### config.mk
export PLATFORM = sky130hd
export DESIGN_NAME = chunked_body_deframer
export DESIGN_NICKNAME = d
export VERILOG_FILES = /design/src/design/cbd_pkg.sv /design/src/design/cbd_core.sv /design/src/design/chunked_body_deframer.sv
export SDC_FILE = /design/constraint.sdc
export NUM_CORES = 1
export LEC_CHECK = 0
export ABC_CLOCK_PERIOD_IN_PS = 3000
export BUFFER_PORTS_ARGS = -buffer_cell sky130_fd_sc_hd__buf_2
export CORE_MARGIN = 3
export CORE_UTILIZATION = 45
export DETAILED_ROUTE_END_ITERATION = 6
export REMOVE_ABC_BUFFERS = 1
export SLEW_MARGIN = 0
export SYNTH_ARGS = -nofsm -noshare
export SYNTH_HDL_FRONTEND = slang
export SYNTH_SLANG_ARGS = --single-unit
### constraint.sdc
create_clock -name clk -period 3 [get_ports clk]
set_clock_uncertainty 0.1 [all_clocks]
set_input_delay 0.9 -clock clk [delete_from_list [all_inputs] [get_ports clk]]
set_output_delay 0.9 -clock clk [all_outputs]
set_load 0.05 [all_outputs]
### src/design/cbd_pkg.sv
// ----------------------------------------------------------------------------
// Chunked body deframer package
// Shared types, codes and byte classifiers for the deframer.
// ----------------------------------------------------------------------------
package cbd_pkg;

  localparam int COUNT_BITS = 32;

  typedef logic [COUNT_BITS-1:0] count_t;
  typedef logic [7:0]            byte_t;
  typedef logic [2:0]            status_t;

  localparam status_t ST_OK       = 3'd0;
  localparam status_t ST_EARLY    = 3'd1;
  localparam status_t ST_BAD_LINE = 3'd2;
  localparam status_t ST_NO_CRLF  = 3'd3;
  localparam status_t ST_OVERFLOW = 3'd4;

  localparam byte_t CH_CR    = 8'h0D;
  localparam byte_t CH_LF    = 8'h0A;
  localparam byte_t CH_TAB   = 8'h09;
  localparam byte_t CH_SPACE = 8'h20;

  typedef enum logic [6:0] {
    PH_LEAD    = 7'b0000001,
    PH_DIGITS  = 7'b0000010,
    PH_EXT     = 7'b0000100,
    PH_DATA    = 7'b0001000,
    PH_DATA_CR = 7'b0010000,
    PH_DATA_LF = 7'b0100000,
    PH_DONE    = 7'b1000000
  } phase_t;

  typedef struct packed {
    logic    valid;
    logic    is_status;
    byte_t   payload;
    status_t code;
  } result_t;

  function automatic logic is_ws(input byte_t c);
    is_ws = (c == CH_SPACE) || ((c >= CH_TAB) && (c <= CH_CR));
  endfunction

  function automatic logic is_hex(input byte_t c);
    is_hex = ((c >= "0") && (c <= "9")) || ((c >= "a") && (c <= "f")) ||
             ((c >= "A") && (c <= "F"));
  endfunction

  function automatic logic [3:0] hex_val(input byte_t c);
    byte_t v;
    v = 8'd0;
    if ((c >= "0") && (c <= "9")) begin
      v = c - 8'h30;
    end else if ((c >= "a") && (c <= "f")) begin
      v = c - 8'h57;
    end else if ((c >= "A") && (c <= "F")) begin
      v = c - 8'h37;
    end
    hex_val = v[3:0];
  endfunction

endpackage

### src/design/cbd_core.sv
// ----------------------------------------------------------------------------
// Chunked body deframer decode core
// Holds the framing state and decodes one registered word per fire.
// ----------------------------------------------------------------------------
module cbd_core (
  input  logic            clk,
  input  logic            rst_n,
  input  logic            fire,
  input  cbd_pkg::byte_t  body_byte,
  input  logic            end_marker,
  output cbd_pkg::result_t res
);

  cbd_pkg::phase_t phase_r, phase_nxt;
  logic            pcr_r, pcr_nxt;
  cbd_pkg::count_t cnt_r, cnt_nxt;

  always_comb begin
    cbd_pkg::result_t r;
    logic             stat;
    cbd_pkg::status_t code;
    r         = '0;
    stat      = 1'b0;
    code      = cbd_pkg::ST_OK;
    phase_nxt = phase_r;
    pcr_nxt   = pcr_r;
    cnt_nxt   = cnt_r;
    if (fire) begin
      if (end_marker) begin
        if (phase_r != cbd_pkg::PH_DONE) begin
          stat = 1'b1;
          code = cbd_pkg::ST_EARLY;
        end
      end else begin
        case (phase_r)
          cbd_pkg::PH_LEAD: begin
            if ((body_byte == cbd_pkg::CH_LF) && pcr_r) begin
              stat = 1'b1;
              code = cbd_pkg::ST_BAD_LINE;
            end else if (cbd_pkg::is_ws(body_byte)) begin
              pcr_nxt = (body_byte == cbd_pkg::CH_CR);
            end else if (!cbd_pkg::is_hex(body_byte)) begin
              stat = 1'b1;
              code = cbd_pkg::ST_BAD_LINE;
            end else begin
              cnt_nxt   = cbd_pkg::count_t'(cbd_pkg::hex_val(body_byte));
              pcr_nxt   = 1'b0;
              phase_nxt = cbd_pkg::PH_DIGITS;
            end
          end
          cbd_pkg::PH_DIGITS: begin
            if (cbd_pkg::is_hex(body_byte)) begin
              if (cnt_r[cbd_pkg::COUNT_BITS-1 -: 4] != 4'd0) begin
                stat = 1'b1;
                code = cbd_pkg::ST_OVERFLOW;
              end else begin
                cnt_nxt = {cnt_r[cbd_pkg::COUNT_BITS-5:0], cbd_pkg::hex_val(body_byte)};
              end
            end else begin
              phase_nxt = cbd_pkg::PH_EXT;
              pcr_nxt   = (body_byte == cbd_pkg::CH_CR);
            end
          end
          cbd_pkg::PH_EXT: begin
            if ((body_byte == cbd_pkg::CH_LF) && pcr_r) begin
              pcr_nxt = 1'b0;
              if (cnt_r == '0) begin
                stat = 1'b1;
                code = cbd_pkg::ST_OK;
              end else begin
                phase_nxt = cbd_pkg::PH_DATA;
              end
            end else begin
              pcr_nxt = (body_byte == cbd_pkg::CH_CR);
            end
          end
          cbd_pkg::PH_DATA: begin
            r.valid   = 1'b1;
            r.payload = body_byte;
            cnt_nxt   = cnt_r - cbd_pkg::count_t'(1);
            if (cnt_r == cbd_pkg::count_t'(1)) begin
              phase_nxt = cbd_pkg::PH_DATA_CR;
            end
          end
          cbd_pkg::PH_DATA_CR: begin
            if (body_byte != cbd_pkg::CH_CR) begin
              stat = 1'b1;
              code = cbd_pkg::ST_NO_CRLF;
            end else begin
              phase_nxt = cbd_pkg::PH_DATA_LF;
            end
          end
          cbd_pkg::PH_DATA_LF: begin
            if (body_byte != cbd_pkg::CH_LF) begin
              stat = 1'b1;
              code = cbd_pkg::ST_NO_CRLF;
            end else begin
              phase_nxt = cbd_pkg::PH_LEAD;
              pcr_nxt   = 1'b0;
            end
          end
          default: begin
            // done: drop bytes until the end marker
          end
        endcase
      end
      if (stat) begin
        r.valid     = 1'b1;
        r.is_status = 1'b1;
        r.payload   = 8'd0;
        r.code      = code;
        phase_nxt   = cbd_pkg::PH_DONE;
        pcr_nxt     = 1'b0;
      end
      // end marker rearms for the next body
      if (end_marker) begin
        phase_nxt = cbd_pkg::PH_LEAD;
        pcr_nxt   = 1'b0;
        cnt_nxt   = '0;
      end
    end
    res = r;
  end

  always_ff @(posedge clk) begin
    if (!rst_n) begin
      phase_r <= cbd_pkg::PH_LEAD;
      pcr_r   <= 1'b0;
      cnt_r   <= '0;
    end else begin
      phase_r <= phase_nxt;
      pcr_r   <= pcr_nxt;
      cnt_r   <= cnt_nxt;
    end
  end

endmodule

### src/design/chunked_body_deframer.sv
// ----------------------------------------------------------------------------
// Chunked body deframer
// Strips HTTP/1.1 chunked framing from a byte stream and reports status.
// ----------------------------------------------------------------------------
// Usage:
//   Input channel (in_valid / in_stall): one word per accepted cycle, either
//   a raw body byte (in_end_marker low) or an end marker that closes the body
//   and rearms the block for the next one.
//   Output channel (out_valid / out_stall): a payload byte (out_is_status low)
//   or one final status (out_is_status high, out_status: 0 ok, 1 ended
//   early, 2 bad size line, 3 missing CR LF after data, 4 size overflow).
//   Bytes after a status are dropped with no result until the end marker.
//   Path: an accepted word waits in the input register and its result is
//   registered in the result register; one input register and one result
//   register bracket a single decode step. Throughput: one word per cycle
//   unless stalled, set by the framing state update in the decode core.
//   Stall: while out_stall holds a full result register, the input register
//   stays full and in_stall rises in the same cycle; no word is lost.
//   Reset (rst_n low, synchronous): both registers empty, framing state back
//   to the start of a size line with a zero count.
// ----------------------------------------------------------------------------
module chunked_body_deframer (
  input  logic                   clk,
  input  logic                   rst_n,
  input  logic                   in_valid,
  output logic                   in_stall,
  input  logic [7:0]             in_body_byte,
  input  logic                   in_end_marker,
  output logic                   out_valid,
  input  logic                   out_stall,
  output logic                   out_is_status,
  output logic [7:0]             out_payload_byte,
  output logic [2:0]             out_status
);

  logic             iv_r;
  cbd_pkg::byte_t   ibyte_r;
  logic             iend_r;
  logic             advance;
  logic             fire;
  cbd_pkg::result_t res;
  cbd_pkg::result_t out_r;

  // result register can take a new value when empty or being drained
  assign advance  = !out_r.valid || !out_stall;
  assign fire     = iv_r && advance;
  assign in_stall = iv_r && !advance;

  always_ff @(posedge clk) begin
    if (!rst_n) begin
      iv_r <= 1'b0;
    end else if (!in_stall) begin
      iv_r <= in_valid;
    end
  end

  always_ff @(posedge clk) begin
    if (!in_stall && in_valid) begin
      ibyte_r <= in_body_byte;
      iend_r  <= in_end_marker;
    end
  end

  cbd_core u_core (
    .clk        (clk),
    .rst_n      (rst_n),
    .fire       (fire),
    .body_byte  (ibyte_r),
    .end_marker (iend_r),
    .res        (res)
  );

  always_ff @(posedge clk) begin
    if (!rst_n) begin
      out_r <= '0;
    end else if (advance) begin
      out_r <= res;
    end
  end

  assign out_valid        = out_r.valid;
  assign out_is_status    = out_r.is_status;
  assign out_payload_byte = out_r.payload;
  assign out_status       = out_r.code;

endmodule

==> results of run 1 <==
==> cell families after synthesis <==
logic type	Yosys count	share of synthesized area, %
AO/OA/AOI/OAI	147	26.46
XOR/XNOR	8	1.841
adder cells (fa/ha/maj)	8	2.630
buffers and inverters	43	4.438
flip-flops	63	35.50
multiplexers	7	1.841
AND/OR/NAND/NOR	198	27.28
==> layout make-up <==
class	count	area, µm²
Fill cell	752	3595
Multi-Input combinational cell	368	2307
Sequential cell	63	1351
Timing Repair Buffer	54	352.8
Tap cell	102	127.6
Clock buffer	9	123.9
Clock inverter	7	72.57
Inverter	10	37.54
==> report_power, final <==
group          internal, mW  leakage, nW  switching, mW
sequential            0.871        0.524         0.0172
combinational        0.0882        0.958          0.150
clock                 0.385        0.103          0.370
total                  1.34         1.58          0.537
==> through the flow <==
stage | total power, mW | util (%) | instance area, µm² | instances
3_5_place_dp | 1.143 | 52.37 | 4173 | 597
6_report | 1.881 | 54.88 | 4373 | 613
5_1_grt | 1.957 | 54.88 | 4373 | 613
4_1_cts | 1.892 | 54.84 | 4369 | 613
2_1_floorplan | 1.054 | - | 3675 | 441
3_3_place_gp | 1.142 | 52.37 | 4173 | 597
==> per-layer routing <==
metal	vias up	wire length, µm	track usage, %
li1	1831	-	-
met1	1762	4967	31.08
met2	130	4390	30.68
met3	23	619	3.929
met4	0	207	7.881
met5	-	0	0
==> worst min-delay path, delay by kind of cell (launching register included) <==
family | cells | cell delay, ps
simple gates | 1 | 50
compound gates | 1 | 50
flops | 1 | 310
==> synthesized netlist by cell type, drive strengths merged (10+ instances only) <==
cell type  number
a21oi          38
a22oi          16
clkbuf         29
dfxtp          54
nand2          35
nand3          10
nor2           59
nor3           25
nor4           13
o21a           12
o21ai          33
or2            10
==> worst max path at each step <==
stage / startpoint / endpoint / slack [ps]
4_1_cts: ibyte_r[0] / u_core.phase_r[0] / 110
6_report: ibyte_r[0] / out_status[0] / 220
5_1_grt: ibyte_r[0] / u_core.phase_r[4] / 30
3_5_place_dp: ibyte_r[0] / u_core.phase_r[2] / 150
2_1_floorplan: ibyte_r[1] / u_core.cnt_r[3] / -1040
3_3_place_gp: ibyte_r[0] / u_core.phase_r[3] / 220
==> timing repair <==
item	4_1_cts	5_1_grt
hold buffers	0	0
gates resized for setup	0	2
endpoints found under the setup margin	0	8
==> sequential cells by signal, indices dropped and copies added (netlist names) <==
| name | cells |
|---|---|
| u_core.phase_r | 7 |
| u_core.pcr_r | 1 |
| ibyte_r | 8 |
| u_core.cnt_r | 32 |
| out_valid | 1 |
| out_is_status | 1 |
| iv_r | 1 |
| out_payload_byte | 8 |
| out_status | 3 |
| iend_r | 1 |
==> results by group, run 1 <==
Logic synthesis
  • Area leader, netlist: dfxtp_1
  • Post-Syn Area per Cell: 8.030 µm²
  • Synthesis-stage register bit count: 63
  • Number of synthesized flops with an enable pin: 9
  • Post-Synthesis Cells: 474
  • Post-synth cell types: 66
  • Synth Warn #: 0
  • Post-synth top flop: dfxtp_1
  • Top-area cell type share of the netlist area: 28.40%
  • Register area share after synthesis: 35.50%
  • Cell area after synthesis: 3806 µm²
  • Synth top area cells: dfxtp_1 28%, edfxtp_1 7.1%, nor2_1 5.8%
  • Synth async-reset ratio: 0%

Timing
  • Fin Hold WS: 353.5 ps
  • Final Hold Viols: 0
  • Fmax: 360.0 MHz
  • Total negative setup slack: 0 ps
  • Final setup violation count: 0
  • Slew HR: 56.75%
  • Worst setup margin: 222.1 ps
  • Final Cycle Share: 92.60%
  • Least-Margin Pin Slew: 639.8 ps
  • Min Clock Period, post-route: 2778 ps
  • Unrepaired setup endpoints after global routing: false
  • Slew Limit Fails: 0

Detailed routing
  • # DRC: 0
  • Antenna-violating nets left: 0
  • Routed vias: 3746
  • Final wirelength: 10180 µm
  • DRT Pass-1 Iters: 4
  • Vias/cell: 6.111
  • Starting DRC count in detailed routing: 218
  • WL/cell: 16.61 µm

Final layout
  • N_diodes: 0
  • Area grow syn2layout: 14.89%
  • Share of cells above drive strength 1: 18.59%
  • Most common cell after layout, fill and taps aside: nor2_1
  • Nets: 527
  • Most frequent cells in the layout: 58 x nor2_1, 54 x dfxtp_1, 38 x a21oi_1

Pwr
  • Max VDD drop: 0.2794 mV
  • Leakage: 1.585 nW
  • PD cells: 430.1 nW/µm²

GRT
  • First-pass GRT wire length: 16990 µm
  • Initial antenna violation count: 0
  • Total congestion overflow: 0
  • Largest net degree at the start of global routing: 60
  • Number of global-route vias before repair: 3471
  • GRT Util Overall: 21.15%

Worst setup path
  • Crit-path cells: inv_1 -> ha_1 -> o21bai_1 -> a2111oi_4 -> a41oi_1 -> nor2_2 -> a2111oi_4 -> buf_4 -> a2111o_1 -> a21oi_1
  • R2R Setup Slk: 220 ps
  • Critical-path top delay cell: edfxtp_1
  • CP max stage delay: 470 ps
  • Crit-path leading delay family: compound AO/OA/AOI/OAI gates
  • Crit path max fanout: 8
  • Crit path kind: register to register
  • Most common cell on crit path: a2111oi_4
  • Worst path depth: 10
  • Reg2Reg Depth: 10
  • Worst Path Buf+Inv: 2
  • Critical Path RT: 3190 ps
  • WP data arrival: 2970 ps
  • Worst r2r dst: out_status[0]
  • Worst R2R Start: ibyte_r[0]
  • Startpoint type of the worst setup path: register
  • Worst setup EP type: register

Min path
  • Hold depth: 2
  • Hold Path Class: register to register
  • Hold_sp: out_status[1]
  • Hold endpoint: out_status[1]

Clocking
  • Max H-tree Level: 3
  • # Post-CTS Setup Buffers: 0
  • CTS tree: built
  • Maximum clock path buffer count: 2
  • Clock Latency Late Sink: 350 ps
  • Clock Tree Root: clkbuf_8
  • Clock slew at reported path FFs: 80 ps
  • Cts bufs inserted: 9
  • Count of clock tree sinks: 63

Floorplan
  • IO Pins: 27
  • Die span in y: 97.97 µm
  • Die area: 9597 µm²
  • Initial core utilization: 47.77%
  • Row cnt: 32
  • CORE AREA: 7968 µm²
  • Die width: 97.97 µm

Place
  • Detailed Place HPWL: 7115 µm
  • I/O Buffers: 26
  • DP Worst Slack: 153.8 ps
  • Placer congestion estimate: 0.8815

Run
  • Max_cap viols: 0

Run status
  • Status: finished, final reports clean
Note: power is estimated with default switching activity, not from simulation.
==> inputs of run 2 (changes only) <==
--- a/config.mk
+++ b/config.mk
@@ -5,7 +5,7 @@
 export SDC_FILE = /design/constraint.sdc
 export NUM_CORES = 1
 export LEC_CHECK = 0
-export ABC_CLOCK_PERIOD_IN_PS = 3000
+export ABC_CLOCK_PERIOD_IN_PS = 3200
 export BUFFER_PORTS_ARGS = -buffer_cell sky130_fd_sc_hd__buf_2
 export CORE_MARGIN = 3
 export CORE_UTILIZATION = 45
==> constraint.sdc (replaced) <==
create_clock -name clk -period 3.2 [get_ports clk]
set_clock_uncertainty 0.1 [all_clocks]
set_input_delay 0.96 -clock clk [delete_from_list [all_inputs] [get_ports clk]]
set_output_delay 0.96 -clock clk [all_outputs]
set_load 0.05 [all_outputs]
==> results by group, run 2 (synthesis gave the netlist of run 1 again) <==
Floorplan
  • Die area: 9597 µm² (unchanged)
  • IO Pins: 27 (unchanged)
  • Die width: 97.97 µm (unchanged)
  • CORE AREA: 7968 µm² (unchanged)
  • Die span in y: 97.97 µm (unchanged)
  • Row cnt: 32 (unchanged)
  • Initial core utilization: 47.77% (unchanged)

Run status
  • Status: finished, final reports clean (unchanged)

Final layout
  • Final instance area: 4265 µm² (was 4373 µm²)
  • Utilization after layout: 53.53% (was 54.88%)
  • Nets: 517 (was 527)
  • Max FFs per register: 32 (unchanged)
  • N_diodes: 0 (unchanged)
  • Most frequent cells in the layout: 59 x nor2_1, 54 x dfxtp_1, 38 x a21oi_1 (was 58 x nor2_1, 54 x dfxtp_1, 38 x a21oi_1)
  • Area grow syn2layout: 12.06% (was 14.89%)
  • Fill cells: 761 (was 752)
  • Non-filler cells, final: 603 (was 613)
  • Most common cell after layout, fill and taps aside: nor2_1 (unchanged)
  • Biggest register: u_core.cnt_r (unchanged)
  • Share of cells above drive strength 1: 16.17% (was 18.59%)

Worst setup path
  • CP max stage delay: 470 ps (about the same)
  • Crit-path cells: inv_1 -> ha_1 -> o21bai_1 -> a2111oi_4 -> a41o_1 -> o211ai_2 -> a2111oi_4 -> a21o_1 -> mux2i_1 (was inv_1 -> ha_1 -> o21bai_1 -> a2111oi_4 -> a41oi_1 -> nor2_2 -> a2111oi_4 -> buf_4 -> a2111o_1 -> a21oi_1)
  • Most common cell on crit path: a2111oi_4 (unchanged)
  • CP Launch Point: ibyte_r[0] (unchanged)
  • Worst Path Buf+Inv: 1 (was 2)
  • WP data arrival: 3140 ps (was 2970 ps)
  • Critical Path End: u_core.phase_r[4] (was out_status[0])
  • Critical-path top delay cell: edfxtp_1 (unchanged)
  • Crit-path leading delay family: compound AO/OA/AOI/OAI gates (unchanged)
  • Worst R2R Start: ibyte_r[0] (unchanged)
  • Reg2Reg Depth: 9 (was 10)
  • Crit path max fanout: 7 (was 8)
  • Worst path depth: 9 (was 10)
  • Startpoint type of the worst setup path: register (unchanged)
  • Worst r2r dst: u_core.phase_r[4] (was out_status[0])
  • Worst setup EP type: register (unchanged)
  • Critical Path RT: 3370 ps (was 3190 ps)
  • R2R Setup Slk: 230 ps (was 220 ps)
  • Crit path kind: register to register (unchanged)

Place
  • Placer congestion estimate: 0.8848 (was 0.8815)
  • Placed Cells incl. Taps: 587 (was 597)
  • Placed Instance Area: 4098 µm² (was 4173 µm²)
  • Detailed Place HPWL: 6737 µm (was 7115 µm)
  • I/O Buffers: 26 (unchanged)

Pwr
  • Switching power: 0.4679 mW (was 0.5369 mW)
  • Clock network power share: 37.0% (was 40.1%)
  • Total power: 1.660 mW (was 1.881 mW)
  • P_int: 1.192 mW (was 1.344 mW)
  • Sequential Power Share: 50.4% (was 47.2%)
  • Max VDD drop: 0.2359 mV (was 0.2794 mV)
  • Comb power frac: 12.6% (was 12.7%)
  • Switch share: 28.19% (was 28.55%)
  • PD cells: 389.2 nW/µm² (was 430.1 nW/µm²)
  • Leakage: 1.520 nW (was 1.585 nW)

Timing
  • Final Hold Viols: 0 (unchanged)
  • Fin Hold WS: 350.6 ps (was 353.5 ps)
  • Final setup violation count: 0 (unchanged)
  • Slew HR: 53.28% (was 56.75%)
  • Unrepaired setup endpoints after global routing: false (unchanged)
  • Slew Limit Fails: 0 (unchanged)
  • Least-Margin Pin Slew: 691.0 ps (was 639.8 ps)
  • Min Clock Period, post-route: 2971 ps (was 2778 ps)
  • Fmax: 336.6 MHz (was 360.0 MHz)
  • Final Cycle Share: 92.85% (was 92.60%)

GRT
  • Initial antenna violation count: 0 (unchanged)
  • Total congestion overflow: 0 (unchanged)
  • Largest net degree at the start of global routing: 60 (unchanged)
  • First-pass GRT wire length: 16740 µm (was 16990 µm)
  • Number of global-route vias before repair: 3387 (was 3471)
  • GRT Util Overall: 20.93% (was 21.15%)

Detailed routing
  • WL/cell: 16.25 µm (was 16.61 µm)
  • # DRC: 0 (unchanged)
  • Vias/cell: 6.083 (was 6.111)
  • Routed vias: 3668 (was 3746)
  • Starting DRC count in detailed routing: 194 (was 218)
  • Antenna-violating nets left: 0 (unchanged)
  • DRT Pass-1 Iters: 4 (unchanged)
  • Final wirelength: 9800 µm (was 10180 µm)

Clocking
  • Cts bufs inserted: 9 (unchanged)
  • CTS tree: built (unchanged)
  • Clock slew at reported path FFs: 70 ps (was 80 ps)
  • Cts hold-fix bufs: 0 (unchanged)
  • Count of clock tree sinks: 63 (unchanged)
  • Max H-tree Level: 3 (unchanged)
  • Resize count post-CTS: 0 (unchanged)
  • Clock Tree Root: clkbuf_8 (unchanged)
  • Clock Latency Late Sink: 350 ps (about the same)
  • Maximum clock path buffer count: 2 (unchanged)
  • # Post-CTS Setup Buffers: 0 (unchanged)

Min path
  • Hold Path Class: register to register (unchanged)
  • Hold_sp: out_status[1] (unchanged)

Run
  • Max_cap viols: 0 (unchanged)
==> run 2: changes by cell type in the layout (fill, tap and decap cells not counted), sizes merged <==
cell	delta
clkinvlp	+1
buf	-10
clkbuf	+3
clkinv	-2
inv	-1
bufinv	-1
==> run 2: worst register-to-register path, cell delays in order (launching register included) <==
cell,delay (ps)
edfxtp_1,470
inv_1,170
ha_1,220
o21bai_1,120
a2111oi_4,420
a41o_1,290
o211ai_2,180
a2111oi_4,350
a21o_1,380
mux2i_1,220
==> run 2: layout make-up <==
class	instances	area (µm²)	area share, %
Multi-Input combinational cell	368	2303	54.00
Clock buffer	12	145.1	3.403
Sequential cell	63	1351	31.68
Timing Repair Buffer	44	277.8	6.512
Tap cell	102	127.6	2.992
Clock inverter	4	22.52	0.5280
Inverter	10	37.54	0.8800
==> run 2: stage by stage <==
step	TNS [ps]	setup WS (ps)
floorplan	-22040	-838.0
finish	0	228.9
CTS	0	254.6
detailed placement	0	276.8
global placement	0	377.9
global route	0	4.176
==> run 2: worst min-delay path by stage <==
stage	to	slack, ps	depth (start not counted)
2_1_floorplan	u_core.cnt_r[29]	340	2
3_3_place_gp	out_status[1]	340	2
3_5_place_dp	out_status[1]	340	2
4_1_cts	out_status[1]	350	2
5_1_grt	out_status[1]	380	2
6_report	out_status[1]	350	2
==> run 2: power groups by stage <==
stage	Combinational, mW	Clock [mW]	Sequential (mW)
floorplan	0.129	0	0.859
global placement	0.207	0	0.854
detailed placement	0.207	0	0.854
CTS	0.207	0.632	0.836
global route	0.230	0.668	0.839
finish	0.209	0.614	0.837
==> run 2: layer usage <==
layer	wire (µm)	vias to the layer above	GRT usage, %
li1	-	1808	-
met1	4978	1740	30.19
met2	4198	110	31.62
met3	521	10	4.500
met4	102	0	5.644
met5	0	-	0
==> inputs of run 3 (changes only) <==
--- a/config.mk
+++ b/config.mk
@@ -10,6 +10,7 @@
 export CORE_MARGIN = 3
 export CORE_UTILIZATION = 45
 export DETAILED_ROUTE_END_ITERATION = 6
+export PLACE_DENSITY_LB_ADDON = 0.08
 export REMOVE_ABC_BUFFERS = 1
 export SLEW_MARGIN = 0
 export SYNTH_ARGS = -nofsm -noshare
==> results by group, run 3 (synthesis gave the netlist of run 1 again) <==
Clocking
  • Clock slew at reported path FFs: 80 ps (was 70 ps)
  • Clock Latency Late Sink: 350 ps (about the same)
  • Resize count post-CTS: 0 (unchanged)
  • Cts hold-fix bufs: 0 (unchanged)
  • # Post-CTS Setup Buffers: 0 (unchanged)
  • Maximum clock path buffer count: 2 (unchanged)
  • CTS tree: built (unchanged)
  • Clock Tree Root: clkbuf_8 (unchanged)
  • Max H-tree Level: 3 (unchanged)
  • Cts bufs inserted: 9 (unchanged)
  • Count of clock tree sinks: 63 (unchanged)

Run
  • Max_cap viols: 0 (unchanged)

Worst setup path
  • R2R Setup Slk: 280 ps (was 230 ps)
  • WP data arrival: 3110 ps (was 3140 ps)
  • Worst setup EP type: register (unchanged)
  • CP max stage delay: 490 ps (was 470 ps)
  • Crit-path leading delay family: compound AO/OA/AOI/OAI gates (unchanged)
  • Critical Path RT: 3390 ps (was 3370 ps)
  • Crit-path cells: inv_1 -> ha_1 -> o21bai_1 -> a2111oi_4 -> a41o_1 -> o221ai_4 -> or2_2 -> o32a_1 -> a21oi_1 (was inv_1 -> ha_1 -> o21bai_1 -> a2111oi_4 -> a41o_1 -> o211ai_2 -> a2111oi_4 -> a21o_1 -> mux2i_1)
  • Startpoint type of the worst setup path: register (unchanged)
  • Crit path kind: register to register (unchanged)
  • Worst Path Buf+Inv: 1 (unchanged)
  • Crit path max fanout: 16 (was 7)
  • Critical-path top delay cell: edfxtp_1 (unchanged)

Detailed routing
  • Routed vias: 3711 (was 3668)
  • Final wirelength: 10180 µm (was 9800 µm)
  • WL/cell: 16.88 µm (was 16.25 µm)
  • Antenna-violating nets left: 0 (unchanged)
  • DRT Pass-1 Iters: 5 (was 4)
  • Starting DRC count in detailed routing: 231 (was 194)
  • Vias/cell: 6.154 (was 6.083)
  • # DRC: 0 (unchanged)

Timing
  • Slew HR: 51.74% (was 53.28%)
  • Final Cycle Share: 91.32% (was 92.85%)
  • Total negative setup slack: 0 ps (unchanged)
  • Final setup violation count: 0 (unchanged)
  • Unrepaired setup endpoints after global routing: false (unchanged)
  • Min Clock Period, post-route: 2922 ps (was 2971 ps)
  • Final Hold Viols: 0 (unchanged)
  • Least-Margin Pin Slew: 717.3 ps (was 691.0 ps)
  • Fmax: 342.2 MHz (was 336.6 MHz)
  • Slew Limit Fails: 0 (unchanged)

Floorplan
  • Die area: 9597 µm² (unchanged)
  • Row cnt: 32 (unchanged)
  • Die width: 97.97 µm (unchanged)
  • IO Pins: 27 (unchanged)
  • CORE AREA: 7968 µm² (unchanged)
  • Die span in y: 97.97 µm (unchanged)
  • Initial core utilization: 47.77% (unchanged)

GRT
  • Total congestion overflow: 0 (unchanged)
  • Initial antenna violation count: 0 (unchanged)
  • Number of global-route vias before repair: 3531 (was 3387)
  • GRT Util Overall: 22.08% (was 20.93%)
  • Largest net degree at the start of global routing: 31 (was 60)
  • First-pass GRT wire length: 17530 µm (was 16740 µm)

Final layout
  • Area grow syn2layout: 13.81% (was 12.06%)
  • Max FFs per register: 32 (unchanged)
  • Biggest register: u_core.cnt_r (unchanged)
  • Share of cells above drive strength 1: 16.77% (was 16.17%)
  • Most frequent cells in the layout: 59 x nor2_1, 54 x dfxtp_1, 38 x a21oi_1 (unchanged)
  • N_diodes: 0 (unchanged)
  • Utilization after layout: 54.37% (was 53.53%)
  • Most common cell after layout, fill and taps aside: nor2_1 (unchanged)
  • Nets: 517 (unchanged)

Place
  • Detailed Place HPWL: 7043 µm (was 6737 µm)
  • I/O Buffers: 26 (unchanged)
  • Placer congestion estimate: 0.9279 (was 0.8848)

Run status
  • Status: finished, final reports clean (unchanged)

Pwr
  • Leakage: 1.548 nW (was 1.520 nW)
  • PD cells: 441.0 nW/µm² (was 389.2 nW/µm²)
  • Max VDD drop: 0.2836 mV (was 0.2359 mV)

Min path
  • Hold Path Class: register to register (unchanged)
[run 3: changes by cell type in the layout (fill, tap and decap cells not counted), moves of 2 or more]
| cell | delta |
|---|---|
| bufinv_16 | +3 |
| clkinv_2 | -2 |
| clkbuf_1 | -2 |
| clkinv_4 | +3 |
[run 3: worst paths after layout]
check	from	end	cells after the start
hold / removal	out_status[1]	out_status[1]	2
hold reg to reg	out_status[1]	out_status[1]	2
setup / recovery	ibyte_r[1]	u_core.cnt_r[2]	9
setup reg to reg	ibyte_r[1]	u_core.cnt_r[2]	9
[run 3: per-stage QoR]
| step | cell area [µm²] | total power, mW | cells | setup WS [ps] | hold WS (ps) |
|---|---|---|---|---|---|
| floorplan | 3675 | 0.9883 | 441 | -838.0 | 340.5 |
| global placement | 4085 | 1.060 | 587 | 345.2 | 336.5 |
| detailed placement | 4085 | 1.062 | 587 | 231.4 | 341.3 |
| CTS | 4330 | 1.920 | 603 | 196.0 | 351.5 |
| global route | 4332 | 1.993 | 603 | 41.92 | 392.3 |
| finish | 4332 | 1.910 | 603 | 277.7 | 349.4 |
[run 3: routing by layer]
metal | GRT usage (%) | part of all wire (%)
met4 | 7.774 | 1.3
met2 | 30.89 | 43
met1 | 32.71 | 48
met3 | 5.571 | 7.5
met5 | 0 | 0
[run 3: final cells by class]
cell class	instances	area, µm²
tap	102	127.6
multi-input combinational	368	2305
inverter	10	37.54
sequential	63	1351
clock inverter	7	121.4
clock buffer	9	123.9
timing repair buffer	44	265.3
fill	769	3636
[run 3: where the power goes]
part | switching (mW) | internal (mW) | total (mW)
sequential | 0.0214 | 0.816 | 0.838
combinational | 0.133 | 0.0755 | 0.208
clock | 0.344 | 0.520 | 0.864
total | 0.498 | 1.41 | 1.91
[run 3: worst register-to-register path, cell delays in order (launching register included)]
cell       delay (ps)
edfxtp_1          490
inv_1             150
ha_1              250
o21bai_1          150
a2111oi_4         420
a41o_1            280
o221ai_4          240
or2_2             360
o32a_1            290
a21oi_1           150
